<file path="src/rtl/pal_pkg.sv">
package pal_pkg;

  localparam int DEFAULT_DEPTH = 128;

  localparam logic [2:0] CMD_INSERT = 3'd0;
  localparam logic [2:0] CMD_DELETE = 3'd1;
  localparam logic [2:0] CMD_GET    = 3'd2;
  localparam logic [2:0] CMD_LOCATE = 3'd3;
  localparam logic [2:0] CMD_CLEAR  = 3'd4;

  typedef struct packed {
    logic [2:0]         cmd;
    logic [7:0]         position;
    logic signed [31:0] value;
  } item_t;

  typedef struct packed {
    logic               ok;
    logic signed [31:0] read_value;
    logic [7:0]         found_position;
    logic [7:0]         list_length;
  } result_t;

endpackage

</file>
<file path="src/rtl/positional_array_list.sv">
// channel  | valid        | stall        | payload
// ---------+--------------+--------------+---------------------------------------
// item     | item_valid   | item_stall   | item   : cmd, position, value
// result   | result_valid | result_stall | result : ok, read_value, found_position,
//          |              |              |          list_length
//
// one request at a time; insert, delete and locate walk the store one entry a cycle, and a new
// request is taken only once the result of the last one is loaded; a locate hit ends the
// scan early, and get reads its single entry
// rst is synchronous and clears the length count and the control state; the entry store
// keeps its contents, and only entries below the length are ever read
// item_stall is high from acceptance until the result is loaded; a waiting result holds FINISH
module positional_array_list #(
  parameter int DEPTH = pal_pkg::DEFAULT_DEPTH
) (
  input  logic             clk,
  input  logic             rst,
  input  logic             item_valid,
  output logic             item_stall,
  input  pal_pkg::item_t   item,
  output logic             result_valid,
  input  logic             result_stall,
  output pal_pkg::result_t result
);

  // address, count and position widths
  localparam int AW = $clog2(DEPTH);
  localparam int CW = $clog2(DEPTH + 1);
  localparam int LW = (CW > 8) ? CW : 8;
  localparam int PW = LW + 1;
  localparam int FW = (AW + 1 > 8) ? AW + 1 : 8;

  // one-hot sequencer states
  typedef enum logic [2:0] {
    IDLE   = 3'b001,
    WALK   = 3'b010,
    FINISH = 3'b100
  } state_t;

  state_t         state;
  pal_pkg::item_t req;          // request being worked on
  logic [CW-1:0]  count;        // list length
  logic [AW-1:0]  addr;         // next entry to read
  logic [CW-1:0]  left;         // reads still to issue
  logic           pend;         // read data arrives this cycle
  logic [AW-1:0]  pend_addr;    // entry that read data came from

  logic               res_ok;
  logic signed [31:0] res_rd;
  logic [7:0]         res_found;

  // entry store, one write and one registered read per cycle
  logic signed [31:0] mem [DEPTH];
  logic signed [31:0] mem_rd;
  logic               mem_we;
  logic [AW-1:0]      mem_wa;
  logic signed [31:0] mem_wd;
  logic               mem_re;

  always_ff @(posedge clk) begin
    if (mem_we) begin
      mem[mem_wa] <= mem_wd;
    end
    if (mem_re) begin
      mem_rd <= mem[addr];
    end
  end

  logic          accept;
  logic [PW-1:0] pos_w;
  logic [PW-1:0] cnt_w;
  logic          pos_nz;
  logic          walk_done;
  logic          hit;
  logic [FW-1:0] hit_pos;
  logic [LW-1:0] len_w;

  assign item_stall = (state != IDLE);
  assign accept     = item_valid && !item_stall;
  assign pos_w      = PW'(item.position);
  assign cnt_w      = PW'(count);
  assign pos_nz     = (item.position != 8'd0);
  assign walk_done  = (left == '0) && !pend;
  assign hit        = pend && (req.cmd == pal_pkg::CMD_LOCATE) && (mem_rd == req.value);
  assign hit_pos    = FW'(pend_addr) + FW'(1);
  assign len_w      = LW'(count);

  // reads come ahead of the shifted writes, so no entry is read and written in one cycle
  always_comb begin
    mem_re = (state == WALK) && (left != '0) && !hit;
    mem_we = 1'b0;
    mem_wa = pend_addr;
    mem_wd = mem_rd;
    if (state == WALK) begin
      if (pend) begin
        case (req.cmd)
          pal_pkg::CMD_INSERT: begin
            mem_we = 1'b1;
            mem_wa = pend_addr + AW'(1);
          end
          pal_pkg::CMD_DELETE: begin
            mem_we = 1'b1;
            mem_wa = pend_addr - AW'(1);
          end
          default: mem_we = 1'b0;
        endcase
      end else if (walk_done && req.cmd == pal_pkg::CMD_INSERT) begin
        // the new word drops into the gap left by the shift
        mem_we = 1'b1;
        mem_wa = AW'(PW'(req.position) - PW'(1));
        mem_wd = req.value;
      end
    end
  end

  always_ff @(posedge clk) begin
    if (rst) begin
      state        <= IDLE;
      count        <= '0;
      left         <= '0;
      pend         <= 1'b0;
      result_valid <= 1'b0;
    end else begin
      if (result_valid && !result_stall) begin
        result_valid <= 1'b0;
      end
      case (state)
        IDLE: begin
          if (accept) begin
            req       <= item;
            res_ok    <= 1'b0;
            res_rd    <= '0;
            res_found <= '0;
            pend      <= 1'b0;
            left      <= '0;
            state     <= FINISH;
            case (item.cmd)
              pal_pkg::CMD_INSERT: begin
                if (pos_nz && pos_w <= cnt_w + PW'(1) && cnt_w < PW'(DEPTH)) begin
                  // move entries count-1 down to position-1 up by one
                  left  <= CW'(cnt_w + PW'(1) - pos_w);
                  addr  <= AW'(cnt_w - PW'(1));
                  state <= WALK;
                end
              end
              pal_pkg::CMD_DELETE: begin
                if (pos_nz && pos_w <= cnt_w) begin
                  // move entries position up to count-1 down by one
                  left  <= CW'(cnt_w - pos_w);
                  addr  <= AW'(pos_w);
                  state <= WALK;
                end
              end
              pal_pkg::CMD_GET: begin
                if (pos_nz && pos_w <= cnt_w) begin
                  left  <= CW'(1);
                  addr  <= AW'(pos_w - PW'(1));
                  state <= WALK;
                end
              end
              pal_pkg::CMD_LOCATE: begin
                left  <= count;
                addr  <= '0;
                state <= WALK;
              end
              pal_pkg::CMD_CLEAR: begin
                count  <= '0;
                res_ok <= 1'b1;
              end
              default: res_ok <= 1'b0;
            endcase
          end
        end
        WALK: begin
          if (mem_re) begin
            pend_addr <= addr;
            left      <= left - CW'(1);
            pend      <= 1'b1;
            if (req.cmd == pal_pkg::CMD_INSERT) begin
              addr <= addr - AW'(1);
            end else begin
              addr <= addr + AW'(1);
            end
          end else begin
            pend <= 1'b0;
          end
          if (pend && req.cmd == pal_pkg::CMD_GET) begin
            res_rd <= mem_rd;
            res_ok <= 1'b1;
          end
          if (hit) begin
            // first match ends the scan
            res_found <= hit_pos[7:0];
            res_ok    <= 1'b1;
            left      <= '0;
            pend      <= 1'b0;
            state     <= FINISH;
          end else if (walk_done) begin
            case (req.cmd)
              pal_pkg::CMD_INSERT: begin
                count  <= count + CW'(1);
                res_ok <= 1'b1;
              end
              pal_pkg::CMD_DELETE: begin
                count  <= count - CW'(1);
                res_ok <= 1'b1;
              end
              default: res_ok <= res_ok;
            endcase
            state <= FINISH;
          end
        end
        FINISH: begin
          if (!result_valid || !result_stall) begin
            result_valid <= 1'b1;
            state        <= IDLE;
          end
        end
        default: state <= IDLE;
      endcase
    end
  end

  // result payload is loaded only from the finish step
  always_ff @(posedge clk) begin
    if (state == FINISH && (!result_valid || !result_stall)) begin
      result.ok             <= res_ok;
      result.read_value     <= res_rd;
      result.found_position <= res_found;
      result.list_length    <= len_w[7:0];
    end
  end

`ifndef SYNTHESIS
  a_count_bound: assert property (@(posedge clk) disable iff (rst)
    count <= CW'(DEPTH))
    else $error("list length beyond store depth");

  a_write_in_walk: assert property (@(posedge clk) disable iff (rst)
    mem_we |-> (state == WALK))
    else $error("store written outside a walk");

  a_write_in_list: assert property (@(posedge clk) disable iff (rst)
    mem_we |-> (CW'(mem_wa) <= count))
    else $error("store write past the list end");

  a_pend_after_walk: assert property (@(posedge clk) disable iff (rst)
    pend |-> ($past(state) == WALK))
    else $error("read data pending outside a walk");

  a_finish_loads: assert property (@(posedge clk) disable iff (rst)
    (state == FINISH && !(result_valid && result_stall)) |=> (result_valid && state == IDLE))
    else $error("finished request not loaded into the output register");
`endif

endmodule
</file>
<file path="config.mk">
export PLATFORM = sky130hd
export DESIGN_NAME = positional_array_list
export DESIGN_NICKNAME = d
export VERILOG_FILES = /design/src/rtl/pal_pkg.sv /design/src/rtl/positional_array_list.sv
export SDC_FILE = /design/constraint.sdc
export NUM_CORES = 2
export LEC_CHECK = 0
export BUFFER_PORTS_ARGS = -buffer_cell sky130_fd_sc_hd__buf_2
export CAP_MARGIN = 20
export CELL_PAD_IN_SITES_DETAIL_PLACEMENT = 1
export CELL_PAD_IN_SITES_GLOBAL_PLACEMENT = 1
export CORE_UTILIZATION = 57
export DETAILED_ROUTE_END_ITERATION = 8
export HOLD_SLACK_MARGIN = 0.15
export PLACE_DENSITY_LB_ADDON = 0.1
export REMOVE_ABC_BUFFERS = 1
export SLEW_MARGIN = 20
export SYNTH_ARGS = -nofsm -noshare
export SYNTH_HDL_FRONTEND = slang
export SYNTH_SLANG_ARGS = --single-unit
</file>
<file path="constraint.sdc">
create_clock -name clk -period 6.7 [get_ports clk]
set_input_delay 0.67 -clock clk [delete_from_list [all_inputs] [get_ports clk]]
set_output_delay 0.67 -clock clk [all_outputs]
set_load 0.02 [all_outputs]
</file>
# Word level (Yosys, flattened, before mapping)
# Memories as Yosys holds them, arrays and structs flattened. A register that Yosys moved wholly into a read port is not among the register bits.
# Cells that the tools add are included.
# classes
order_cmp	3
n_mux	63
bitwise	1
n_addsub	14
reduce_logical	37
eq_ne	29
# ops
cell	n
$mux W32	5
$mux W8	11
$pmux W32 S2	1
$pmux W8 S2	4
$mux W7	9
$sub A7 B1 Y7 const B	5
$eq A32 B32 Y1	1
$pmux W8 S4	1
$pmux W7 S2	2
$pmux W7 S4	1
$mux W1	19
$mux W3	6
$pmux W3 S3	2
$reduce_bool A8 Y1	2
$sub A8 B1 Y8 const B	2
$sub A8 B8 Y8	2
$eq A3 B2 Y1 const B	5
$ne A3 B3 Y1 const B	5
$add A7 B1 Y7 const B	2
$logic_and A1 B1 Y1	13
$ne A2 B2 Y1 const B	6
$reduce_and A3 Y1	4
$add A8 B1 Y9 const B	1
$eq A3 B1 Y1 const B	3
other kinds (24)	35
# totals
output_inout_bits	51
mem_count	1
ram_bits	4096
input_bits	47
register_bits	167
# mem_list
name	depth	width	rd	rd_ports_with_merged_regs	wr	line_no	source
mem	128	32	1	1	1	positional_array_list.sv:53	logic signed [31:0] mem [DEPTH];

# Depth between registers and ports, before layout
# logic_depth
ltp_word	8
ltp_mapped	13

# Worst setup path after synthesis
# Ideal clock, no wire load.
# synth_timing
path_kind	reg2reg
from	register req[42] (netlist bit)
to	memory mem[54][0] (enable)
path_stages_with_launch	14
slack_ns	1.894
period_less_slack_ns	4.806
arrival_ns	4.385
cell_sequence	edfxtp_1 -> buf_2 -> nor2_1 -> and2_1 -> ha_1 -> nor4b_1 -> a221o_1 -> a211oi_1 -> mux2i_1 -> a211oi_2 -> or2_1 -> buf_2 -> buf_4 -> nor2_1
# synth_via
elab_chain_cells	7
# synth_rtl
item	line_no	source
start: declaration	positional_array_list.sv:41	pal_pkg::item_t req;
start signal: assignment	positional_array_list.sv:130	req <= item;
$eq A3 B1 Y1 / $logic_not A3 Y1 (equally long branches)	positional_array_list.sv:96, positional_array_list.sv:107	
$reduce_or A2 Y1 (no source line) / $logic_and A1 B1 Y1 (equally long branches)	n/a	
$mux W1, on equally long branches	positional_array_list.sv:96, positional_array_list.sv:107	
$mux W1	positional_array_list.sv:95	if (pend) begin
$mux W1	positional_array_list.sv:94	if (state == WALK) begin
$mux W1	positional_array_list.sv:61	if (mem_we) begin
$mux W1 (implied by the code)	positional_array_list.sv:62	mem[mem_wa] <= mem_wd;
end: declaration	positional_array_list.sv:53	
# Several ways; a longest one is shown, not always the timed one.

# Worst setup path after layout
# layout_timing
from	register req[42] (netlist bit)
to	memory mem[26][27] (enable)
# The elaborated chain is that of the path after synthesis.

==> impl_table.tex <==
\begin{tabular}{lr}
\hline
Metric & Value \\
\hline
\multicolumn{2}{l}{\textbf{Timing}} \\
\quad Number of setup violations in the final report & 0 \\
\quad Peak Freq & 0.1650 GHz \\
\quad Final worst-path cycle share & 90.43\% \\
\quad Final slew viol count & 0 \\
\quad Total Neg Setup Slack & 0 ps \\
\quad Worst slew margin relative to its limit & 9.723\% \\
\quad Minimum clock period after layout & 6059 ps \\
\quad Least-Margin Pin Slew & 1342 ps \\
\quad Unrepaired setup endpoints after global routing & false \\
\quad Skew final & 68.36 ps \\
\quad Smallest hold slack & 218.8 ps \\
\quad Slack of the critical path & 641.0 ps \\
\quad Final hold viol count & 0 \\
\multicolumn{2}{l}{\textbf{Routing}} \\
\quad DRC marker count from the first detailed-route iteration & 11901 \\
\quad \# DRC & 0 \\
\quad Routed wire per std cell & 38.63 um \\
\quad Final WL & 462800 um \\
\quad Number of nets still failing antenna checks after routing & 0 \\
\quad Count of TritonRoute iterations in the first routing pass & 6 \\
\quad Detailed-route via count & 80460 \\
\quad Via density & 6.716 \\
\multicolumn{2}{l}{\textbf{Floorplanning}} \\
\quad Width of the die & 542.5 um \\
\quad \# IOs & 98 \\
\quad Initial core utilization & 57.24\% \\
\quad Num rows & 198 \\
\quad Die area & 0.2943 mm\^{}2 \\
\quad Floorplan die height & 542.5 um \\
\quad Area of the core region & 0.2908 mm\^{}2 \\
\multicolumn{2}{l}{\textbf{Logic synthesis}} \\
\quad EDFF count, synth & 4274 \\
\quad Synthesized netlist cell count & 7226 \\
\quad Synth area leaders & sky130\_fd\_sc\_hd\_\_edfxtp\_1, sky130\_fd\_sc\_hd\_\_mux4\_2, sky130\_fd\_sc\_hd\_\_mux2\_2, sky130\_fd\_sc\_hd\_\_nor2\_1, sky130\_fd\_sc\_hd\_\_mux2i\_1 \\
\quad Post-Synthesis Cell Area & 0.1665 mm\^{}2 \\
\quad Post-Syn Area per Cell & 23.04 um\^{}2 \\
\quad Post-synth ARST share & 0\% \\
\quad Post-synthesis sequential area ratio & 77.34\% \\
\quad Fraction of post-synthesis cell area in the top cell type by area & 77.09\% \\
\quad Synthesis-stage register bit count & 4295 \\
\quad Top flip-flop cell by instance count after synthesis & sky130\_fd\_sc\_hd\_\_edfxtp\_1 \\
\quad Post-synthesis cell type with the largest combined area & sky130\_fd\_sc\_hd\_\_edfxtp\_1 \\
\quad Yosys Warn Count & 0 \\
\quad Unique masters post-synth & 79 \\
\multicolumn{2}{l}{\textbf{Worst setup path}} \\
\quad Critical register-to-register path endpoint & mem[26][27]\$\_DFFE\_PP\_ \\
\quad Worst-path cell with the longest stage delay & sky130\_fd\_sc\_hd\_\_nor2\_4 \\
\quad Startpoint of the worst register-to-register path & req[42]\$\_DFFE\_PP\_ \\
\quad Type of the worst setup path & reg -> reg \\
\quad Worst setup endpoint & mem[26][27]\$\_DFFE\_PP\_ \\
\quad Capturing element type of the critical path & flop \\
\quad Flop-to-flop setup slack & 640 ps \\
\quad Arrival time of the worst setup path & 6710 ps \\
\quad Most repeated library cell on the critical path & sky130\_fd\_sc\_hd\_\_nor2\_1 \\
\quad Ordered list of cells on the worst path & nor2\_1 -> and2\_1 -> ha\_1 -> a211oi\_1 -> nor2\_1 -> o31a\_1 -> o21a\_1 -> nor4\_4 -> nand2\_1 -> nor2\_4 -> buf\_4 \\
\quad Number of cells on the worst reg-to-reg path & 11 \\
\quad Crit-path max FO & 24 \\
\quad Origin of the worst setup path & req[42]\$\_DFFE\_PP\_ \\
\quad Delay contributed by the slowest stage of the critical path & 890 ps \\
\quad Kind of start point of the critical path & flop \\
\quad Required time at the endpoint of the critical path & 7350 ps \\
\multicolumn{2}{l}{\textbf{Final layout}} \\
\quad Total of fill cells in the finished design & 22709 \\
\quad Filler-free cell count of the finished design & 11981 \\
\quad Layout overhead on the synthesized area & 13.38\% \\
\quad Area of all sequential standard cells & 0.1288 mm\^{}2 \\
\quad Final design instance area without fill & 0.1888 mm\^{}2 \\
\quad Fraction of layout instances using a drive strength above 1 & 32.05\% \\
\quad Final \#Nets & 7826 \\
\quad Area of the multi-input gates & 0.03721 mm\^{}2 \\
\quad Finished Core Util & 64.90\% \\
\multicolumn{2}{l}{\textbf{Global route}} \\
\quad Final global-route overflow total & 0 \\
\quad First-pass GRT wire length & 643900 um \\
\quad Number of global-route vias before repair & 82110 \\
\quad Largest net degree at the start of global routing & 143 \\
\quad Total routing resource utilization after global routing & 31.70\% \\
\quad Routing usage on met1 & 44.26\% \\
\quad Antenna violations before repair & 35 \\
\quad Met2 GRT Util & 49.38\% \\
\quad Busiest metal layer after global routing & met2 \\
\quad Global Route met3 Usage & 5.886\% \\
\multicolumn{2}{l}{\textbf{Place}} \\
\quad Port Buffers & 97 \\
\quad Final HPWL DP & 281500 um \\
\quad DP Worst Slack & 943.0 ps \\
\quad Area after detailed placement & 0.1743 mm\^{}2 \\
\quad Placer congestion estimate & 0.9417 \\
\quad Placed Cells & 11153 \\
\multicolumn{2}{l}{\textbf{Min path}} \\
\quad Instance count along the most critical hold path & 2 \\
\quad Path class of the lowest-slack min-delay path & in -> reg \\
\quad Worst hold path startpoint & rst \\
\multicolumn{2}{l}{\textbf{Power and ir drop}} \\
\quad Share of total power in sequential cells & 52.3\% \\
\quad Maximum vdd ir drop & 0.0002586 V \\
\quad Sw Pwr & 11.83 mW \\
\quad Comb power frac & 4.9\% \\
\quad Total Power & 56.00 mW \\
\quad Clock group share of total power & 42.8\% \\
\quad Leakage component of the power & 59.11 nW \\
\quad Int Pwr & 44.17 mW \\
\quad Ratio of total power to cell area & 296.7 mW/mm\^{}2 \\
\quad Switching power as a share of total power & 21.13\% \\
\multicolumn{2}{l}{\textbf{Clock network}} \\
\quad Clock Pin Slew Worst Setup and Hold Paths & 60 ps \\
\quad Post-CTS sizing & 0 \\
\quad Clock Latency Late Sink & 990 ps \\
\quad Maximum clock path buffer count & 4 \\
\quad Number of buffers inserted during clock tree synthesis & 428 \\
\quad Clock Tree Root & sky130\_fd\_sc\_hd\_\_clkbuf\_16 \\
\quad Setup bufs post-CTS & 0 \\
\quad H-tree lvl count & 5 \\
\quad TritonCTS clock tree & built \\
\quad Clock Sink Count & 4295 \\
\multicolumn{2}{l}{\textbf{Run}} \\
\quad Reported max-cap violation count & 0 \\
\multicolumn{2}{l}{\textbf{Run status}} \\
\quad Run status & completed \\
\hline
\end{tabular}
## critical path: cells and delay by family, from the launching register on
| kind | cells | cell delay, ps |
|---|---|---|
| AND/OR/NAND/NOR | 6 | 3580 |
| flip-flops | 1 | 520 |
| buffers and inverters | 1 | 320 |
| adder cells (fa/ha/maj) | 1 | 420 |
| AO/OA/AOI/OAI | 3 | 900 |
## cell usage in the layout (no fill, tap or decap), types with 9 or more instances in the layout
| master | instances |
|---|---|
| sky130_fd_sc_hd__nor2_1 | 82 |
| sky130_fd_sc_hd__nor3_1 | 96 |
| sky130_fd_sc_hd__a211oi_1 | 11 |
| sky130_fd_sc_hd__o21ai_0 | 31 |
| sky130_fd_sc_hd__dfxtp_1 | 21 |
| sky130_fd_sc_hd__mux2_4 | 32 |
| sky130_fd_sc_hd__a21oi_1 | 48 |
| sky130_fd_sc_hd__mux2i_1 | 69 |
| sky130_fd_sc_hd__bufinv_16 | 49 |
| sky130_fd_sc_hd__and2_1 | 35 |
| sky130_fd_sc_hd__clkinvlp_4 | 13 |
| sky130_fd_sc_hd__clkinv_1 | 95 |
| sky130_fd_sc_hd__nand2_1 | 83 |
| sky130_fd_sc_hd__mux4_2 | 1152 |
| sky130_fd_sc_hd__buf_2 | 97 |
| sky130_fd_sc_hd__mux2_2 | 224 |
| sky130_fd_sc_hd__clkbuf_1 | 87 |
| sky130_fd_sc_hd__ha_1 | 44 |
| sky130_fd_sc_hd__a22o_1 | 32 |
| sky130_fd_sc_hd__nor4_4 | 11 |
| sky130_fd_sc_hd__o22ai_1 | 102 |
| sky130_fd_sc_hd__edfxtp_1 | 4274 |
| sky130_fd_sc_hd__nand2b_1 | 9 |
| sky130_fd_sc_hd__nor2_4 | 130 |
| sky130_fd_sc_hd__buf_4 | 259 |
| sky130_fd_sc_hd__nor4_1 | 26 |
| sky130_fd_sc_hd__inv_1 | 41 |
| sky130_fd_sc_hd__clkinv_2 | 78 |
| sky130_fd_sc_hd__nor2b_1 | 10 |
| sky130_fd_sc_hd__dlygate4sd3_1 | 44 |
| sky130_fd_sc_hd__clkbuf_16 | 437 |
| sky130_fd_sc_hd__o21ai_1 | 36 |
| sky130_fd_sc_hd__nand3_1 | 25 |
| sky130_fd_sc_hd__xor2_1 | 41 |
| sky130_fd_sc_hd__xnor2_1 | 31 |
| sky130_fd_sc_hd__buf_12 | 47 |
## logic make-up (layout without fill, tap and decap cells)
group	count (synthesis)	in the layout	share of synthesized area [%]
DFF	4295	4295	77.34
muxes	1477	1477	17.73
and+or+nand+nor	569	569	1.662
buffers and inverters	418	1270	1.120
AOI/OAI and AO/OA	346	346	1.379
xor gates and xnor gates	72	72	0.3788
adders and majority gates	49	49	0.3908
other	0	3	0
## cell usage after synthesis (5+ instances only)
library cell,number
sky130_fd_sc_hd__edfxtp_1,4274
sky130_fd_sc_hd__mux4_2,1152
sky130_fd_sc_hd__mux2_2,256
sky130_fd_sc_hd__nor2_1,214
sky130_fd_sc_hd__clkbuf_1,177
sky130_fd_sc_hd__buf_2,127
sky130_fd_sc_hd__o22ai_1,102
sky130_fd_sc_hd__nor3_1,97
sky130_fd_sc_hd__nand2_1,85
sky130_fd_sc_hd__mux2i_1,69
sky130_fd_sc_hd__a21oi_1,49
sky130_fd_sc_hd__ha_1,44
sky130_fd_sc_hd__inv_1,42
sky130_fd_sc_hd__nor4_1,42
sky130_fd_sc_hd__xor2_1,41
sky130_fd_sc_hd__buf_4,36
sky130_fd_sc_hd__o21ai_1,36
sky130_fd_sc_hd__and2_1,35
sky130_fd_sc_hd__buf_1,35
sky130_fd_sc_hd__a22o_1,32
sky130_fd_sc_hd__o21ai_0,31
sky130_fd_sc_hd__xnor2_1,31
sky130_fd_sc_hd__nand3_1,25
sky130_fd_sc_hd__dfxtp_1,21
sky130_fd_sc_hd__a211oi_1,11
sky130_fd_sc_hd__nand2b_1,11
sky130_fd_sc_hd__nor2b_1,10
sky130_fd_sc_hd__a21o_1,7
sky130_fd_sc_hd__a31oi_1,7
sky130_fd_sc_hd__o21a_1,7
sky130_fd_sc_hd__and3_1,6
sky130_fd_sc_hd__o21bai_1,6
sky130_fd_sc_hd__or2_2,6
sky130_fd_sc_hd__a22oi_1,5
sky130_fd_sc_hd__fa_1,5
sky130_fd_sc_hd__nand4_1,5
sky130_fd_sc_hd__nor4b_1,5
## metal layers
| layer | share of wire [%] | vias up |
|---|---|---|
| met2 | 48 | 4585 |
| met4 | 5.1 | 8 |
| met5 | 0.0080 | - |
| met3 | 9.6 | 757 |
| li1 | - | 31803 |
| met1 | 38 | 43307 |
## what timing repair did
item,in CTS,in global routing
setup endpoints to repair,0,0
hold buffers,44,0
endpoints found under the hold margin,46,0
## layout make-up
class | instances | share of cell area, %
sequential | 4295 | 68.21
multi-input combinational | 2513 | 19.71
clock buffer | 524 | 5.966
tap | 3900 | 2.585
timing repair buffer | 449 | 2.042
clock inverter | 254 | 1.391
inverter | 43 | 0.08617
antenna | 3 | 0.003977
## worst min-delay path by stage
stage	end	slack, ps
floorplan	result[10]$_DFFE_PP_	400
CTS	count[0]$_SDFFE_PP0P_	160
global placement	result[29]$_DFFE_PP_	410
finish	count[0]$_SDFFE_PP0P_	220
detailed placement	result[42]$_DFFE_PP_	410
global route	count[0]$_SDFFE_PP0P_	230
## power groups by stage
stage,clock (mW),sequential [mW],combinational [mW]
6_report,23.9,29.3,2.77
5_1_grt,25.0,29.3,2.85
4_1_cts,24.2,29.3,2.75
3_5_place_dp,0,29.9,2.71
3_3_place_gp,0,29.8,2.68
2_1_floorplan,0,30.2,3.72
## sequential cells by signal, summed over array words and instances (netlist names), 8 cells and up
name       flops
res_rd        32
result        49
mem         4096
left           8
count          8
req           42
res_found      8
mem_rd        32
Power figures use the tool's default switching activity.
